## src/design/sgm_pkg.sv

```systemverilog
// Package for the Sobel gradient block: field widths, register codes, state type,
// kernel coefficients and width helpers. No dependencies.
package sgm_pkg;

    // Port field widths
    localparam int WIDTH_BITS  = 11;
    localparam int HEIGHT_BITS = 13;
    localparam int MAG_BITS    = 11;
    localparam int GRAD_BITS   = 11;
    localparam int ROW_BITS    = 12;
    localparam int COL_BITS    = 10;
    localparam int CFG_DATA_BITS = 32;
    localparam int CFG_ADDR_BITS = 3;

    // Frame dimension limits
    localparam int MIN_DIM    = 3;
    localparam int MAX_HEIGHT = 4096;

    // Reset values of the registers
    localparam logic [WIDTH_BITS-1:0]  FRAME_WIDTH_RST  = 11'd640;
    localparam logic [HEIGHT_BITS-1:0] FRAME_HEIGHT_RST = 13'd480;

    // Register index, taken from paddr bit 2
    localparam logic REG_FRAME_WIDTH  = 1'b0;
    localparam logic REG_FRAME_HEIGHT = 1'b1;

    // Sequencer states
    typedef enum logic [2:0] {
        ST_IDLE,
        ST_LOAD,
        ST_GRAD,
        ST_SQR,
        ST_ROOT,
        ST_EMIT
    } t_state;

    // Window control from the sequencer
    typedef struct packed {
        logic shift;
        logic grad;
    } t_win_ctl;

    // Sobel kernels, row 0 is the oldest line, column 0 the oldest pixel
    typedef int t_kernel [3][3];
    localparam t_kernel SOBEL_GX = '{'{1, 0, -1}, '{2, 0, -2}, '{1, 0, -1}};
    localparam t_kernel SOBEL_GY = '{'{1, 2, 1}, '{0, 0, 0}, '{-1, -2, -1}};

    // Width of the squared sum, wrapped at 32 bits
    function automatic int sum_bits(int pix_bits);
        int full;
        full = 2 * (pix_bits + 2) + 1;
        if (full > 32) full = 32;
        return full;
    endfunction

    // Width of the integer square root of that sum
    function automatic int root_bits(int pix_bits);
        return (sum_bits(pix_bits) + 1) >> 1;
    endfunction

endpackage

```

## src/design/sgm_win.sv

```systemverilog
// 3x3 pixel window and both Sobel kernels, gradients registered.
// Depends on sgm_pkg (kernels, window control struct).
module sgm_win import sgm_pkg::*; #(
    parameter int PIXEL_BITS = 8
) (
    input  logic                         i_clk,
    input  logic                         i_rst_n,
    input  t_win_ctl                     i_ctl,
    input  logic [PIXEL_BITS-1:0]        i_up,
    input  logic [PIXEL_BITS-1:0]        i_mid,
    input  logic [PIXEL_BITS-1:0]        i_pix,
    output logic signed [PIXEL_BITS+2:0] o_gx,
    output logic signed [PIXEL_BITS+2:0] o_gy
);

    localparam int GW = PIXEL_BITS + 3;

    logic [PIXEL_BITS-1:0] r_win [3][3];
    logic signed [GW-1:0]  r_gx;
    logic signed [GW-1:0]  r_gy;
    logic signed [GW-1:0]  n_gx;
    logic signed [GW-1:0]  n_gy;

    // Window shift: columns move left, new column from the line stores and the new pixel
    always_ff @(posedge i_clk) begin
        if (!i_rst_n) begin
            for (int i = 0; i < 3; i++) begin
                for (int j = 0; j < 3; j++) begin
                    r_win[i][j] <= '0;
                end
            end
        end else if (i_ctl.shift) begin
            for (int i = 0; i < 3; i++) begin
                r_win[i][0] <= r_win[i][1];
                r_win[i][1] <= r_win[i][2];
            end
            r_win[0][2] <= i_up;
            r_win[1][2] <= i_mid;
            r_win[2][2] <= i_pix;
        end
    end

    // Kernel sums over the nine taps
    always_comb begin
        n_gx = '0;
        n_gy = '0;
        for (int i = 0; i < 3; i++) begin
            for (int j = 0; j < 3; j++) begin
                n_gx = n_gx + GW'(SOBEL_GX[i][j]) * GW'(signed'({1'b0, r_win[i][j]}));
                n_gy = n_gy + GW'(SOBEL_GY[i][j]) * GW'(signed'({1'b0, r_win[i][j]}));
            end
        end
    end

    always_ff @(posedge i_clk) begin
        if (i_ctl.grad) begin
            r_gx <= n_gx;
            r_gy <= n_gy;
        end
    end

    assign o_gx = r_gx;
    assign o_gy = r_gy;

endmodule

```

## config.mk

```make
export PLATFORM = sky130hd
export DESIGN_NAME = sgm_win
export DESIGN_NICKNAME = d
export VERILOG_FILES = /design/src/design/sgm_pkg.sv /design/src/design/sgm_win.sv
export SDC_FILE = /design/constraint.sdc
export NUM_CORES = 1
export LEC_CHECK = 0
export ABC_AREA = 1
export BUFFER_PORTS_ARGS = -buffer_cell sky130_fd_sc_hd__buf_4
export CAP_MARGIN = 20
export CORE_MARGIN = 2
export CORE_UTILIZATION = 45
export DETAILED_ROUTE_END_ITERATION = 12
export PLACE_DENSITY = 0.63
export SYNTH_ARGS = -nofsm -noshare
export SYNTH_HDL_FRONTEND = slang
export SYNTH_SLANG_ARGS = --single-unit
```

## constraint.sdc

```tcl
create_clock -name i_clk -period 3.75 [get_ports i_clk]
set_input_delay 0.9375 -clock i_clk [delete_from_list [all_inputs] [get_ports i_clk]]
set_output_delay 0.9375 -clock i_clk [all_outputs]
set_load 0.05 [all_outputs]
```

==> impl_results.md, run 1 <==
- Status: completed
- Worst setup EP type: flip-flop
- R2R cell count: 21
- Top Ports: 50
- PwrDens: 875 nW/um^2
- DRT iter0 DRCs: 276
- RSZ-0062 raised after global routing: yes
- Crit path max fanout: 4
- Final period utilization: 99.9%
- Worst vdd ir: 0.394 mV
- F_max: 0.267 GHz
- Post-DRT Antenna Nets: 0
- HP Class: reg2reg
- Initial antenna violation count: 0
- Area of the multi-input gates: 3360 sq um
- Gpl congestion: 0.886
- Chip width: 124 um
- Terminus of the critical flop-to-flop path: o_gx[10]$_DFFE_PP_
- Commonest non-fill, non-tap cell in the layout: inv_1
- Hold Startpoint: r_win[0][32]$_SDFFCE_PN0P_
- Grt ovf: 0
- Worst hold endpoint: r_win[0][40]$_SDFFCE_PN0P_
- Total GRT Usage: 18.7%
- Setup slack, reg-to-reg: 0.003 ns
- Worst R2R Start: r_win[0][25]$_SDFFCE_PN0P_
- Synthesis-to-layout area growth: 28.4%
- DRC Markers: 0
- Number of placement rows: 43
- CP peak stage delay: 0.51 ns
- Die Y: 124 um
- Tmin final: 3.75 ns
- Syn Inst Count: 637
- Final Hold Viols: 0
- Pin count of the biggest net entering global routing: 44
- Crit-path cells: inv_2 > ha_4 > nand3_4 > nor2_4 > nand2_2 > xor2_1 > inv_1 > ha_4 > nand3b_1 > nand2_1 > fa_1 > inv_1 > fa_1 > inv_2 > ha_4 > a21oi_4 > o21ai_2 > a21oi_2 > inv_1 > nand3_1 > nand2_1
- Maxcap violations: 0
- First-pass GRT wire length: 21.4 mm
- Pwr Total: 0.00726 W
- Mapped Area: 6460 sq um
- # fillers: 1143
- Lkg Pwr: 3.98 nW
- CTS tree: built
- Flops & latches, synth: 94
- Maximum clock insertion buffer count: 2
- Synth warnings: 0
- Final wirelength: 12.9 mm
- CP startpoint kind: flip-flop
- Die area: 15300 sq um
- Share of cells above drive strength 1: 27.7%
- Drt first pass iters: 5
- NumNets Final: 872
- Seq/Total Area, Yosys: 43.7%
- Sink Count: 94
- Clock Skew: 0.00622 ns
- Vias in the first global route: 4692
- Routed vias: 4300
- WHS: 0.552 ns
- Slew at the pin closest to its max-slew limit: 0.792 ns
- Core footprint: 13900 sq um
- Distinct cells, synth: 29
- ANT cells: 0
- Mapped Nets: 760
- CTS Root Buffer Type: clkbuf_16
- DR vias/cell: 4.60
- Register area: 2820 sq um
- CTS Buf Count: 9
- Avg Cell Area, Syn: 10.1 sq um
- Clk_lat worst skew: 0.35 ns
- Arr. time, crit path: 3.86 ns
- Placed wire-length estimate: 9.50 mm
- Critical path type: reg2reg
- Starting density of the core: 46.4%
- Slowest cell on crit path: fa_1
- Most frequent cells in the layout: inv_1, buf_4, edfxtp_1, nor2_1, fa_1
- Worst-path clk slew: 0.07 ns
- WHS Path Cells: 2
- I/O Buffers: 49
- Final setup violation count: 0
- H-tree Lvls: 3
- Worst rel slew slack: 47.0%
- CP required: 3.86 ns
- WL/cell: 13.8 um
- Slew Limit Fails: 0
## metrics by stage
step | instances | setup WS [ns] | TNS [ns] | instance area (sq um) | utilization, %
after global placement | 906 | -0.155 | -0.687 | 7430 | 53.4
after floorplan | 637 | -0.0190 | -0.0190 | 6500 | -
after CTS | 930 | -0.0177 | -0.0206 | 8110 | 58.2
final | 934 | 0.00272 | 0 | 8300 | 59.6
after global routing | 934 | -0.245 | -1.09 | 8300 | 59.6
after detailed placement | 906 | -0.279 | -1.40 | 7430 | 53.4
## worst max-delay path by stage
stage / endpoint / cells after the start / start / slack [ns]
5_1_grt: o_gx[10]$_DFFE_PP_ / 21 / r_win[0][24]$_SDFFCE_PN0P_ / -0.25
3_5_place_dp: o_gx[10]$_DFFE_PP_ / 21 / r_win[0][24]$_SDFFCE_PN0P_ / -0.28
6_report: o_gx[10]$_DFFE_PP_ / 21 / r_win[0][25]$_SDFFCE_PN0P_ / 0.003
4_1_cts: o_gx[10]$_DFFE_PP_ / 16 / r_win[0][49]$_SDFFCE_PN0P_ / -0.02
2_1_floorplan: o_gx[10]$_DFFE_PP_ / 16 / r_win[0][48]$_SDFFCE_PN0P_ / -0.02
3_3_place_gp: o_gx[10]$_DFFE_PP_ / 21 / r_win[0][24]$_SDFFCE_PN0P_ / -0.16
## synthesized netlist by cell type (all sizes together)
| library cell | instances | area share, % |
|---|---|---|
| nand4 | 6 | 0.58 |
| a21oi | 8 | 0.62 |
| edfxtp | 94 | 44 |
| o31ai | 1 | 0.12 |
| nor3 | 4 | 0.48 |
| o211ai | 1 | 0.12 |
| nor2 | 94 | 5.7 |
| clkinv | 1 | 0.077 |
| xnor2 | 4 | 0.54 |
| xor2 | 30 | 4.4 |
| o21bai | 6 | 0.70 |
| o21ai | 1 | 0.077 |
| clkbuf | 7 | 0.41 |
| a21o | 4 | 0.46 |
| nand3b | 2 | 0.23 |
| ha | 41 | 7.9 |
| fa | 54 | 17 |
| a31oi | 2 | 0.19 |
| inv | 187 | 11 |
| nand2 | 64 | 3.9 |
| nand3 | 26 | 2.2 |
## sequential cells by signal (all words and copies together), names as in the netlist
register,cells
o_gy,11
o_gx,11
r_win,72
## worst max-delay path, delay by kind of cell (launching register included)
family          cells  cell delay (ns)
xor+xnor            1             0.14
buf+inv             5             0.35
fa+ha+maj           5             1.69
simple gates        7             0.56
compound gates      3             0.38
flops               1             0.38
## cell families after synthesis
group | count (synthesis) | synth area share [%]
xor gates and xnor gates | 34 | 4.95
AOI/OAI and AO/OA | 23 | 2.28
adders and majority gates | 95 | 24.7
and+or+nand+nor | 196 | 13.1
buffers and inverters | 195 | 11.3
DFF | 94 | 43.7
## power breakdown
part / internal (W) / switching, W / total, W
sequential: 0.00152 / 0.0000671 / 0.00158
clock: 0.000662 / 0.000432 / 0.00109
combinational: 0.00207 / 0.00251 / 0.00459
total: 0.00425 / 0.00301 / 0.00726
## cell type report
cell class	count	share of cell area (%)
clock buffer	9	2.71
clock inverter	7	1.51
inverter	188	8.52
multi-input combinational	348	40.5
sequential	94	34.0
tap	180	2.71
timing repair buffer	108	10.1
## layer usage
layer / track usage (%) / part of all wire, % / vias up / wire (um)
met3: 2.84 / 4.2 / 15 / 538
met5: 0 / 0 / - / 0
met2: 32.0 / 51 / 89 / 6610
met1: 23.1 / 43 / 2033 / 5490
li1: - / - / 2163 / -
met4: 9.09 / 2.0 / 0 / 256
## repair_timing
item	4_1_cts	5_1_grt
pin swaps	21	41
endpoints found under the setup margin	11	11
resized for setup	49	38
gates cloned	0	0
buffers inserted	8	4
hold buffers	0	0
(Power assumes the default switching activity.)
==> run 2: changes to the inputs <==
Settings changed: CORE_MARGIN 2 to 8.
==> impl_results.md, run 2 (same netlist as run 1, synthesis figures left out) <==
- Status: complete, but fails checks
- Failing checks: negative setup slack
- Final Hold Viols: 0
- Post-cts hold buffer count: 0
- Top Family by Delay on Critical Path: adder cells
- Die Y: 136 um
- Grt ovf: 0
- Arr. time, crit path: 3.87 ns
- Number of flip-flops in the largest register: 72
- Area of the multi-input gates: 3450 sq um
- ANT cells: 0
- I/O Buffers: 49
- Most frequent CP cell: ha_4
- Drt first pass iters: 4
- Maximum clock insertion buffer count: 2
- Clk_lat worst skew: 0.36 ns
- Tmin final: 3.76 ns
- CTS Buf Count: 9
- Core footprint: 14300 sq um
- Gpl congestion: 0.852
- Worst setup EP type: flip-flop
- First-pass GRT wire length: 21.5 mm
- DR vias/cell: 4.58
- Chip width: 136 um
- Buf+Inv Stages, Crit Path: 5
- CP startpoint kind: flip-flop
- Routed vias: 4294
- Crit-path cells: inv_2 > ha_4 > nand3_4 > nor2_4 > nand2_2 > xor2_1 > inv_1 > ha_4 > nand3b_1 > nand2_1 > fa_1 > inv_1 > fa_1 > inv_2 > ha_4 > nand2_2 > nor2_2 > a21oi_2 > buf_4 > nand3_1 > nand2_1
- Slew Limit Fails: 0
- Worst vdd ir: 0.432 mV
- Die area: 18500 sq um
- Clock Skew: 0.00868 ns
- Worst-path clk slew: 0.07 ns
- Number of placement rows: 44
- Final period utilization: 100%
- Share of cells above drive strength 1: 30.0%
- Starting density of the core: 45.3%
- Total GRT Usage: 14.8%
- Critical path type: reg2reg
- Setup TNS: -0.00806 ns
- Lkg Pwr: 3.95 nW
- Crit path max fanout: 3
- PwrDens: 855 nW/um^2
- Post-DRT Antenna Nets: 0
- Initial antenna violation count: 0
- Pin count of the biggest net entering global routing: 73
- CP required: 3.86 ns
- WL/cell: 13.9 um
- Placed wire-length estimate: 9.59 mm
- Synthesis-to-layout area growth: 29.4%
- RSZ-0062 raised after global routing: yes
- Vias in the first global route: 4564
- Top Ports: 50
- Final setup violation count: 1
- F_max: 0.266 GHz
- Slew at the pin closest to its max-slew limit: 0.926 ns
- Worst rel slew slack: 38.3%
- Final wirelength: 13.0 mm
- Commonest non-fill, non-tap cell in the layout: inv_1
- CTS Root Buffer Type: clkbuf_16
- Maxcap violations: 0
- DRC Markers: 0
- CTS tree: built
- # fillers: 1180
- DRT iter0 DRCs: 298
- Register with the most flip-flops: r_win
- Register area: 2820 sq um
- Most frequent cells in the layout: inv_1, buf_4, edfxtp_1, nor2_1, fa_1
- CP peak stage delay: 0.51 ns
- Final WS setup: -0.00806 ns
- Slowest cell on crit path: fa_1
- HP Class: reg2reg
- NumNets Final: 871
- H-tree Lvls: 3
- WHS: 0.546 ns
- Sink Count: 94
run 2: final timing paths:
| kind | depth (start not counted) | startpoint | to | slack [ns] |
|---|---|---|---|---|
| setup / recovery | 21 | r_win[0][24]$_SDFFCE_PN0P_ | o_gx[10]$_DFFE_PP_ | -0.008 |
| hold / removal | 2 | r_win[0][39]$_SDFFCE_PN0P_ | r_win[0][47]$_SDFFCE_PN0P_ | 0.55 |
| setup reg to reg | 21 | r_win[0][24]$_SDFFCE_PN0P_ | o_gx[10]$_DFFE_PP_ | -0.008 |
| hold reg to reg | 2 | r_win[0][39]$_SDFFCE_PN0P_ | r_win[0][47]$_SDFFCE_PN0P_ | 0.55 |
run 2: layout make-up:
class                   count  area share, %
multi-input cells         348           41.3
flip-flops and latches     94           33.7
repair buffers            107           9.82
inverters                 188           8.48
well taps                 184           2.75
clock buffers               9           2.69
clock inverters             7           1.24
run 2: through the flow:
step	std cells	util [%]	total power, W	cell area, sq um	setup slack (ns)
6_report	937	58.7	0.00715	8370	-0.00806
3_3_place_gp	907	51.9	0.00521	7400	-0.155
2_1_floorplan	637	-	0.00409	6500	-0.0190
4_1_cts	928	56.3	0.00669	8020	0.00143
3_5_place_dp	907	51.9	0.00527	7400	-0.268
5_1_grt	937	58.7	0.00774	8370	-0.222
run 2: power by group:
| group | leakage [nW] | switching [W] | total [W] | internal (W) |
|---|---|---|---|---|
| combinational | 2.79 | 0.00249 | 0.00455 | 0.00206 |
| sequential | 1.01 | 0.0000667 | 0.00158 | 0.00152 |
| clock | 0.155 | 0.000426 | 0.00102 | 0.000594 |
run 2: repair_timing:
action                     in CTS  in global routing
pin swaps                      19                 59
gates resized for setup        45                 62
buffers inserted                5                 10
setup endpoints to repair      11                 11
gates cloned                    0                  0
run 2: per-layer routing:
| layer | part of all wire (%) | up-vias | track usage, % |
|---|---|---|---|
| met4 | 2.5 | 0 | 6.96 |
| met5 | 0 | - | 0 |
| met2 | 49 | 74 | 25.2 |
| met3 | 3.5 | 19 | 2.33 |
| met1 | 45 | 2048 | 18.2 |
| li1 | - | 2153 | - |
run 2: worst reg2reg max path: cells and delay by family (launching register included):
family	cells	cell delay, ns
flops	1	0.38
simple gates	9	0.77
compound gates	1	0.06
fa+ha+maj	5	1.71
xor+xnor	1	0.17
buf+inv	5	0.41
