### src/design/sgm_pkg.sv
// Package for the Sobel gradient block: field widths, register codes, state type,
// kernel coefficients and width helpers. No dependencies.
package sgm_pkg;

    // Port field widths
    localparam int WIDTH_BITS  = 11;
    localparam int HEIGHT_BITS = 13;
    localparam int MAG_BITS    = 11;
    localparam int GRAD_BITS   = 11;
    localparam int ROW_BITS    = 12;
    localparam int COL_BITS    = 10;
    localparam int CFG_DATA_BITS = 32;
    localparam int CFG_ADDR_BITS = 3;

    // Frame dimension limits
    localparam int MIN_DIM    = 3;
    localparam int MAX_HEIGHT = 4096;

    // Reset values of the registers
    localparam logic [WIDTH_BITS-1:0]  FRAME_WIDTH_RST  = 11'd640;
    localparam logic [HEIGHT_BITS-1:0] FRAME_HEIGHT_RST = 13'd480;

    // Register index, taken from paddr bit 2
    localparam logic REG_FRAME_WIDTH  = 1'b0;
    localparam logic REG_FRAME_HEIGHT = 1'b1;

    // Sequencer states
    typedef enum logic [2:0] {
        ST_IDLE,
        ST_LOAD,
        ST_GRAD,
        ST_SQR,
        ST_ROOT,
        ST_EMIT
    } t_state;

    // Window control from the sequencer
    typedef struct packed {
        logic shift;
        logic grad;
    } t_win_ctl;

    // Sobel kernels, row 0 is the oldest line, column 0 the oldest pixel
    typedef int t_kernel [3][3];
    localparam t_kernel SOBEL_GX = '{'{1, 0, -1}, '{2, 0, -2}, '{1, 0, -1}};
    localparam t_kernel SOBEL_GY = '{'{1, 2, 1}, '{0, 0, 0}, '{-1, -2, -1}};

    // Width of the squared sum, wrapped at 32 bits
    function automatic int sum_bits(int pix_bits);
        int full;
        full = 2 * (pix_bits + 2) + 1;
        if (full > 32) full = 32;
        return full;
    endfunction

    // Width of the integer square root of that sum
    function automatic int root_bits(int pix_bits);
        return (sum_bits(pix_bits) + 1) >> 1;
    endfunction

endpackage

### src/design/sgm_mag.sv
// Gradient magnitude: squares and sum combinational, then an iterative integer
// square root, one result bit per cycle. Depends on sgm_pkg (width helpers).
module sgm_mag import sgm_pkg::*; #(
    parameter int PIXEL_BITS = 8
) (
    input  logic                                 i_clk,
    input  logic                                 i_rst_n,
    input  logic                                 i_start,
    input  logic signed [PIXEL_BITS+2:0]         i_gx,
    input  logic signed [PIXEL_BITS+2:0]         i_gy,
    output logic                                 o_done,
    output logic [root_bits(PIXEL_BITS)-1:0]     o_root
);

    localparam int GW = PIXEL_BITS + 3;
    localparam int AW = PIXEL_BITS + 2;
    localparam int FW = 2 * AW + 1;
    localparam int SW = sum_bits(PIXEL_BITS);
    localparam int RW = root_bits(PIXEL_BITS);
    localparam int NW = $clog2(RW + 1);
    localparam logic [SW-1:0] TOP_BIT = SW'(1) << (2 * (RW - 1));

    logic [AW-1:0]    w_ax;
    logic [AW-1:0]    w_ay;
    logic [2*AW-1:0]  w_sqx;
    logic [2*AW-1:0]  w_sqy;
    logic [FW-1:0]    w_sum;
    logic [SW:0]      w_trial;
    logic [SW-1:0]    r_rem;
    logic [SW-1:0]    r_res;
    logic [SW-1:0]    r_bit;
    logic [NW-1:0]    r_cnt;
    logic             r_done;

    // Absolute values and squared sum, wrapping at 32 bits
    always_comb begin
        w_ax  = i_gx[GW-1] ? AW'(-i_gx) : AW'(i_gx);
        w_ay  = i_gy[GW-1] ? AW'(-i_gy) : AW'(i_gy);
        w_sqx = w_ax * w_ax;
        w_sqy = w_ay * w_ay;
        w_sum = FW'(w_sqx) + FW'(w_sqy);
    end

    assign w_trial = {1'b0, r_res} + {1'b0, r_bit};

    // Iteration counter and completion flag
    always_ff @(posedge i_clk) begin
        if (!i_rst_n) begin
            r_cnt  <= '0;
            r_done <= 1'b0;
        end else if (i_start) begin
            r_cnt  <= NW'(RW);
            r_done <= 1'b0;
        end else begin
            r_done <= (r_cnt == NW'(1));
            if (r_cnt != '0) begin
                r_cnt <= r_cnt - NW'(1);
            end
        end
    end

    // One restoring step of the digit-by-digit root
    always_ff @(posedge i_clk) begin
        if (i_start) begin
            r_rem <= SW'(w_sum);
            r_res <= '0;
            r_bit <= TOP_BIT;
        end else if (r_cnt != '0) begin
            if ({1'b0, r_rem} >= w_trial) begin
                r_rem <= r_rem - SW'(w_trial);
                r_res <= (r_res >> 1) + r_bit;
            end else begin
                r_res <= r_res >> 1;
            end
            r_bit <= r_bit >> 2;
        end
    end

    assign o_done = r_done;
    assign o_root = r_res[RW-1:0];

endmodule

### config.mk
export PLATFORM = sky130hd
export DESIGN_NAME = sgm_mag
export DESIGN_NICKNAME = d
export VERILOG_FILES = /design/src/design/sgm_pkg.sv /design/src/design/sgm_mag.sv
export SDC_FILE = /design/constraint.sdc
export NUM_CORES = 1
export LEC_CHECK = 0
export BUFFER_PORTS_ARGS = -buffer_cell sky130_fd_sc_hd__buf_2
export CAP_MARGIN = 5
export CELL_PAD_IN_SITES_DETAIL_PLACEMENT = 1
export CELL_PAD_IN_SITES_GLOBAL_PLACEMENT = 1
export CORE_MARGIN = 3
export CORE_UTILIZATION = 54
export CTS_BUF_LIST = sky130_fd_sc_hd__clkbuf_16
export CTS_CLUSTER_SIZE = 8
export DETAILED_ROUTE_END_ITERATION = 7
export PLACE_DENSITY = 0.91
export SLEW_MARGIN = 30
export SYNTH_ARGS = -nofsm -noshare
export SYNTH_HDL_FRONTEND = slang
export SYNTH_SLANG_ARGS = --single-unit
### constraint.sdc
create_clock -name i_clk -period 21.7 [get_ports i_clk]
set_clock_uncertainty 0.2 [all_clocks]
set_input_delay 0 -clock i_clk [delete_from_list [all_inputs] [get_ports i_clk]]
set_output_delay 0 -clock i_clk [all_outputs]
set_load 0.005 [all_outputs]
==> results.json, run 1 <==
{
  "status": "completed",
  "synth_cell_type_count": 70,
  "startpoint_type": "input pin",
  "grt_pass1_vias": 10229,
  "synth_top_area_cell": "fa_1",
  "worst_slew_pin_slew_ns": 0.838,
  "avgSynthCellArea_um2": 8.57,
  "final_cell_mix": "inv_1 (208), ha_1 (133), fa_1 (130)",
  "min_from": "i_gx[0]",
  "synth_top_area_share_pct": 24.6,
  "path_clk_slew_ns": 0.06,
  "cts_resized": 0,
  "reg2reg_from": "r_res[2]",
  "fp-row-count": 50,
  "finalHoldViolations": 0,
  "slew_violations": 0,
  "ys_seq_area_share_pct": 13.0,
  "clk_path_buf_depth": 2,
  "period_share_pct": 39.2,
  "fillers": 2255,
  "multi_input_area_um2": 8230,
  "use_met1_pct": 36.9,
  "dr_total_vias": 9083,
  "cts-buffers-inserted": 9,
  "top_usage_layer": "met2",
  "syn_area_um2": 10600,
  "ant_nets": 0,
  "hold_path.class": "input pin to flip-flop",
  "nets": 1542,
  "clockRootBuffer": "clkbuf_16",
  "grt_pass1_wl_mm": 51.6,
  "dpl.hpwl_mm": 25.3,
  "instances_no_fill": 1519,
  "setup-violations-final": 0,
  "post_cts_buffers": 0,
  "htree_num_levels": 3,
  "setup_ws_ns": 13.19,
  "initial_core_util_pct": 55.7,
  "critPathArrivalTime_ns": 8.38,
  "clock_latency_ns": 0.33,
  "max_freq_ghz": 0.118,
  "antennaDiodeCount": 0,
  "syn_to_final_growth_pct": 6.41,
  "grt_util_all_layers_pct": 29.7,
  "rr_endpoint": "r_rem[12]",
  "critical_path_class": "input pin to flip-flop",
  "vias_per_cell": 5.98,
  "max_slew_margin_pct": 42.7,
  "antenna_found_initial": 0,
  "final_common_cell": "inv_1",
  "grt_max_degree": 51,
  "reg2reg_slack_ns": 16.19,
  "die_w_um": 146,
  "grt_setup_unrepaired": "false",
  "synth_nets": 1521,
  "worstPathRequired_ns": 21.57,
  "setup_tns_ns": 0,
  "drive_gt1_share_pct": 6.75,
  "synth.top_cells.by_area": "fa_1 (25%), ha_1 (16%), inv_1 (7.4%)",
  "drt_first_pass_iters": 7,
  "core_area_um2": 19000,
  "cts_tree": "built",
  "path_max_fanout": 13,
  "async_reset_ff_share_pct": 0,
  "synthXorXnorAreaFrac_pct": 6.63,
  "drv_cap": 0,
  "globalRouteMet2Util_pct": 51.5,
  "postSynthRegisterBits": 58,
  "syn_inst": 1233,
  "synth_edf_count": 21,
  "die_h_um": 146,
  "post-place-ws_ns": 12.93,
  "cts_sinks": 58,
  "synth-simple-area-share_pct": 13.0,
  "synthAdderAreaFrac_pct": 40.4,
  "synth_top_family_by_area": "adder cells",
  "placedCellCount": 1502,
  "startpoint": "i_gy[0]",
  "synth_compound_area_share_pct": 16.1,
  "wire_per_inst_um": 20.7,
  "portBuffers": 36,
  "cp-endpoint": "r_rem[15]",
  "seqCellArea_um2": 1370,
  "wl_mm": 31.5,
  "dieArea_um2": 21300,
  "ioPinCount": 37,
  "synthFlopType": "dfxtp_1",
  "synthMuxAreaShare_pct": 1.56,
  "ff2ff_path_depth": 17,
  "drc": 0,
  "yosysWarningCount": 0,
  "globalplace.congestion": 0.937,
  "cp-end-kind": "flip-flop",
  "overflow": 0,
  "drt_iter0_markers": 518,
  "use_met3_pct": 5.11,
  "finalCriticalPeriod_ns": 8.51
}
-- synthesized netlist by cell type, types with 8 or more instances --
master,instances
a211oi_1,12
o21ai_1,9
a31oi_1,23
xnor2_1,36
nand2_1,124
inv_1,208
dfxtp_1,37
nor2b_1,8
ha_1,133
mux2i_1,12
edfxtp_1,21
nor3_1,18
buf_4,11
xor2_1,44
o21ai_0,58
a21oi_1,61
nand3_1,13
a21o_1,15
or3_1,11
nand2b_1,9
clkbuf_1,16
nor2_1,110
o21bai_1,9
fa_1,130
-- final cells by class --
type | instances | share of cell area [%]
timing repair buffer | 43 | 2.09
inverter | 213 | 7.11
sequential | 58 | 12.2
tap | 260 | 2.89
clock buffer | 10 | 2.23
multi-input combinational | 929 | 73.2
clock inverter | 6 | 0.323
-- kinds of logic (layout without fill, tap and decap cells) --
logic type	after synthesis	after routing
buffers and inverters	246	272
adders and majority gates	263	263
muxes	16	16
xor gates and xnor gates	80	80
and+or+nand+nor	317	317
DFF	58	58
AOI/OAI and AO/OA	253	253
-- routing by layer --
layer | wire [um] | up-vias
li1 | - | 4131
met1 | 12800 | 4549
met2 | 15700 | 291
met3 | 1590 | 112
met4 | 1390 | 0
met5 | 0 | -
-- worst min-delay path by stage --
stage | slack (ns) | depth (start not counted) | endpoint
4_1_cts | 0.04 | 4 | r_rem[0]
3_3_place_gp | 0.05 | 2 | r_cnt[0]
3_5_place_dp | 0.06 | 2 | r_cnt[0]
6_report | 0.05 | 4 | r_rem[0]
5_1_grt | 0.09 | 4 | r_rem[0]
2_1_floorplan | -0.08 | 1 | r_cnt[0]
-- critical path, cell delays in order --
cell and delay (ns):
buf_2 0.16, inv_1 0.35, nand3_1 0.18, or3_1 0.36, o21ai_0 0.24, xor2_1 0.43
clkinv_1 0.42, nand2_1 0.21, fa_1 0.47, fa_1 0.56, inv_1 0.06, fa_1 0.51
fa_1 0.52, fa_1 0.56, fa_1 0.56, inv_1 0.05, fa_1 0.50, inv_1 0.04
ha_1 0.36, a21o_1 0.22, a21o_1 0.19, a2111o_1 0.34, a311oi_1 0.47, o21bai_1 0.15
a21oi_1 0.22, xor2_1 0.16, mux2i_1 0.09
-- flip-flops by register name, summed over array words and instances, names as in the netlist --
signal	flops
r_rem	21
r_res	21
r_bit	11
r_cnt	4
o_done	1
-- stage by stage --
stage / hold slack, ns / util [%] / instance area (um^2)
after floorplan: -0.0783 / - / 10600
after global placement: 0.0548 / 57.7 / 10900
after detailed placement: 0.0551 / 57.7 / 10900
after CTS: 0.0381 / 59.2 / 11200
after global routing: 0.0922 / 59.3 / 11200
final: 0.0472 / 59.3 / 11200
-- timing repair --
action                                 CTS  global route
setup endpoints to repair                0             0
endpoints found under the hold margin    5             0
hold buffers                             1             0
Power of run 1 is not shown: default switching activity piles up to over one toggle a cycle in this logic, so the estimate is an artifact.
==> inputs of run 2 (changes only) <==
Settings changed: CORE_UTILIZATION 54 to 50, PLACE_DENSITY 0.91 to 0.85.
Clock period 21.7 ns to 8.14 ns, I/O delays scaled along.
==> run 2 against run 1 <==
First-iteration DRC count rose by 0.19%. Design area grew 2.3%. Global-route usage fell by 2.6 points. Final cell count is 2.4% higher. Setup slack lost 13 ns. Flip-flop and latch count did not move. Via count shrank 0.46%. Non-clock buffer count grew 26. Routed wire length down 3.9%. Sequential share of layout area is 0.27 points lower. Utilization shrank 3.2 points. Register-to-register slack got worse by 14 ns.
==> results.json, run 2 (synthesized netlist as in run 1, its figures left out) <==
{
  "final_cell_mix": "inv_1 (208), ha_1 (133), fa_1 (130)",
  "met1_length_mm": 13.0,
  "slew_violations": 0,
  "antenna_found_initial": 0,
  "grt_max_degree": 51,
  "hold_path.class": "input pin to flip-flop",
  "finalHoldViolations": 0,
  "worst_slew_pin_slew_ns": 0.838,
  "critical_path_class": "input pin to flip-flop",
  "portBuffers": 36,
  "seqCellArea_um2": 1370,
  "clock_latency_ns": 0.33,
  "initial_core_util_pct": 51.6,
  "drv_cap": 0,
  "ff2ff_path_depth": 18,
  "cts_tree": "built",
  "core_area_um2": 20500,
  "final_common_cell": "inv_1",
  "syn_to_final_growth_pct": 8.83,
  "cts-buffers-inserted": 9,
  "wl_mm": 30.2,
  "drc": 0,
  "die_h_um": 151,
  "top_layer": "met4",
  "nets": 1568,
  "reg_top3": "r_rem x21, r_res x21, r_bit x11",
  "overflow": 0,
  "hold_depth": 4,
  "holdPathEnd": "r_rem[0]",
  "reg2reg_from": "r_res[2]",
  "period_share_pct": 95.8,
  "dr_wl_met3_mm": 1.26,
  "ant_nets": 0,
  "grt_pass1_wl_mm": 49.0,
  "worst-path-buf-inv": 9,
  "vias_per_cell": 5.81,
  "routed-wl-met2_mm": 15.2,
  "cpLargestDelayFamily": "adder cells",
  "crit_top_cell": "fa_1",
  "status": "completed",
  "path_clk_slew_ns": 0.06,
  "finalCriticalPeriod_ns": 7.79,
  "htree_num_levels": 3,
  "max_stage_delay_ns": 0.57,
  "multi_input_area_um2": 8250,
  "cp-end-kind": "flip-flop",
  "drive_gt1_share_pct": 9.03,
  "fillers": 2475,
  "ioPinCount": 37,
  "cts_sinks": 58,
  "clockRootBuffer": "clkbuf_16",
  "setup_tns_ns": 0,
  "dieArea_um2": 22900,
  "grt_setup_unrepaired": "false",
  "critPathSlowestCell": "fa_1",
  "reg2reg_slack_ns": 2.52,
  "dr_total_vias": 9041,
  "antennaDiodeCount": 0,
  "wire_per_inst_um": 19.4,
  "startpoint_type": "input pin",
  "max_freq_ghz": 0.128,
  "max_slew_margin_pct": 43.5,
  "path_max_fanout": 10,
  "min_from": "i_gx[0]",
  "dpl.hpwl_mm": 24.6,
  "grt_util_all_layers_pct": 27.1,
  "fp-row-count": 52,
  "drt_iter0_markers": 519,
  "globalplace.congestion": 0.924,
  "setup-violations-final": 0,
  "grt_pass1_vias": 9667,
  "worstPathRequired_ns": 8.00,
  "critPathArrivalTime_ns": 7.66,
  "clk_path_buf_depth": 2,
  "die_w_um": 151,
  "drt_first_pass_iters": 5,
  "rr_endpoint": "r_rem[20]"
}
-- run 2: metrics by stage --
| step | hold slack, ns | util [%] | area [um^2] | setup WS, ns | cells |
|---|---|---|---|---|---|
| floorplan | -0.0783 | - | 10600 | 0.668 | 1233 |
| global placement | 0.0513 | 54.3 | 11100 | 0.338 | 1537 |
| detailed placement | 0.0777 | 54.4 | 11100 | -0.0797 | 1537 |
| CTS | 0.0437 | 55.9 | 11500 | 0.0457 | 1554 |
| global route | 0.0595 | 56.1 | 11500 | 0.00737 | 1555 |
| finish | 0.0573 | 56.1 | 11500 | 0.346 | 1555 |
-- run 2: cell type report --
cell class,instances,area share (%)
Multi-Input combinational cell,929,71.7
Timing Repair Buffer,69,3.74
Inverter,213,6.95
Sequential cell,58,11.9
Clock inverter,6,0.533
Tap cell,270,2.94
Clock buffer,10,2.18
-- run 2: worst max path at each step --
stage	startpoint	to	slack, ns	depth (start not counted)
2_1_floorplan	i_gy[0]	r_rem[15]	0.67	26
3_3_place_gp	i_gy[2]	r_rem[15]	0.34	27
3_5_place_dp	i_gy[2]	r_rem[15]	-0.08	27
4_1_cts	i_gy[2]	r_rem[15]	0.05	27
5_1_grt	i_gy[0]	r_rem[15]	0.007	28
6_report	i_gx[0]	r_rem[15]	0.35	29
-- run 2: worst register-to-register path, cell delays in order, from the launching register on --
cell	delay [ns]
dfxtp_1	0.46
ha_1	0.34
a21o_1	0.24
a31o_2	0.27
a31oi_1	0.27
nor2_1	0.12
nor2_1	0.11
nor2_1	0.05
o21ai_0	0.18
xor2_1	0.11
ha_1	0.40
nand2_1	0.13
nor2_1	0.25
nand2_1	0.11
nor4_1	0.66
o211a_1	0.32
o22ai_2	0.11
buf_4	0.24
o21ai_4	0.68
-- run 2: what timing repair did --
item / CTS / global route
endpoints found under the hold margin: 5 / 0
setup endpoints to repair: 0 / 2
gates resized for setup: 0 / 6
buffers inserted: 0 / 1
hold buffers: 1 / 0
-- run 2: per-layer routing --
metal	GRT usage, %	up-vias
li1	-	4191
met1	35.4	4570
met2	47.5	219
met3	3.95	61
met4	6.39	0
met5	0	-
Power of run 2 is left out for the same reason.
==> inputs of run 3 (changes only) <==
Settings changed: CORE_UTILIZATION 50 to 40, PLACE_DENSITY 0.85 to 0.71.
==> run 3 against run 2 <==
Global-route usage shrank 6.6 points. Critical path depth decreased by 3. Non-clock buffer count up 2. Sequential share of layout area barely moved. Count of clock-buffer cells in the layout up 1. Register-to-register slack better by 0.20 ns. Critical endpoint unchanged.
==> results.json, run 3 (synthesized netlist as in run 1, its figures left out) <==
{
  "ant_nets": 0,
  "drive_gt1_share_pct": 8.47,
  "drt_iter0_markers": 457,
  "clk_path_buf_depth": 2,
  "drc": 0,
  "finalHoldViolations": 0,
  "max_stage_delay_ns": 0.55,
  "design_area_um2": 11500,
  "critPathArrivalTime_ns": 7.57,
  "reg_top3": "r_rem x21, r_res x21, r_bit x11",
  "startpoint_type": "input pin",
  "worst_slew_pin_slew_ns": 0.917,
  "wl_mm": 27.7,
  "overflow": 0,
  "status": "completed",
  "ioPinCount": 37,
  "finalCriticalPeriod_ns": 7.70,
  "grt_util_all_layers_pct": 20.5,
  "cts-buffers-inserted": 9,
  "clockRootBuffer": "clkbuf_16",
  "setup_tns_ns": 0,
  "antennaDiodeCount": 0,
  "critical_path_class": "input pin to flip-flop",
  "final_common_cell": "inv_1",
  "initial_core_util_pct": 41.4,
  "hold_depth": 4,
  "setup-violations-final": 0,
  "grt_pass1_wl_mm": 47.8,
  "wire_per_inst_um": 17.1,
  "syn_to_final_growth_pct": 9.19,
  "drt_first_pass_iters": 4,
  "dieArea_um2": 28400,
  "ff2ff_path_depth": 19,
  "post_cts_buffers": 0,
  "grt_max_degree": 51,
  "fp-row-count": 58,
  "ctsHoldBuffers": 1,
  "htree_num_levels": 3,
  "min_from": "i_gy[0]",
  "slew_violations": 0,
  "portBuffers": 36,
  "dpl.hpwl_mm": 22.8,
  "reg2reg_slack_ns": 2.72,
  "period_share_pct": 94.6,
  "cpLargestDelayFamily": "adder cells",
  "clock_latency_ns": 0.34,
  "holdPathEnd": "r_rem[0]",
  "cp-end-kind": "flip-flop",
  "crit_top_cell": "fa_1",
  "worst-path-buf-inv": 4,
  "nets": 1570,
  "max_freq_ghz": 0.130,
  "vias_per_cell": 5.34,
  "max_slew_margin_pct": 37.3,
  "path_clk_slew_ns": 0.06,
  "core_area_um2": 25500,
  "critPathSlowestCell": "fa_1",
  "place_area_um2": 11200,
  "cts_resized": 0,
  "path_max_fanout": 4,
  "reg2reg_from": "r_res[2]",
  "rr_endpoint": "r_rem[20]",
  "grt_pass1_vias": 9420,
  "final_cell_mix": "inv_1 (208), ha_1 (133), fa_1 (130)",
  "cts_sinks": 58,
  "hold_path.class": "input pin to flip-flop",
  "die_h_um": 169,
  "drv_cap": 0,
  "antenna_found_initial": 0,
  "die_w_um": 169,
  "cts_tree": "built",
  "grt_setup_unrepaired": "false",
  "worstPathRequired_ns": 8.01,
  "dr_total_vias": 8641,
  "globalplace.congestion": 0.892
}
## run 3: layout make-up
type                       instances  area (um^2)
clock buffer                      11          275
inverter                         213          800
clock inverter                     5         22.5
fill                            3051        14000
sequential                        58         1370
timing repair buffer              71          445
multi-input combinational        929         8210
tap                              330          413
## run 3: stage by stage
step           instances  utilization [%]  hold slack [ns]  setup WS, ns
2_1_floorplan       1233                -          -0.0783         0.668
6_report            1617             45.2           0.0323         0.441
3_5_place_dp        1600             44.0           0.0661         0.113
5_1_grt             1617             45.2           0.0892        0.0110
3_3_place_gp        1600             44.0           0.0580         0.351
4_1_cts             1617             45.2           0.0428         0.473
## run 3: tightest hold or removal path: cells and delay by family
family	cells	cell delay (ns)
compound gates	1	0.07
fa+ha+maj	1	0.18
buf+inv	1	0.14
simple gates	1	0.07
## run 3: worst max path at each step
stage,start,depth (start not counted),slack [ns],to
2_1_floorplan,i_gy[0],26,0.67,r_rem[15]
5_1_grt,i_gy[2],26,0.01,r_rem[15]
3_3_place_gp,i_gy[2],26,0.35,r_rem[15]
6_report,i_gy[2],26,0.44,r_rem[15]
4_1_cts,i_gy[2],26,0.47,r_rem[15]
3_5_place_dp,i_gy[2],26,0.11,r_rem[15]
## run 3: routing by layer
metal,global-route usage [%],routed length [um]
met1,28.8,13300
met2,34.0,13100
met3,3.08,964
met4,3.66,331
met5,0,0
Power of run 3 is left out for the same reason.
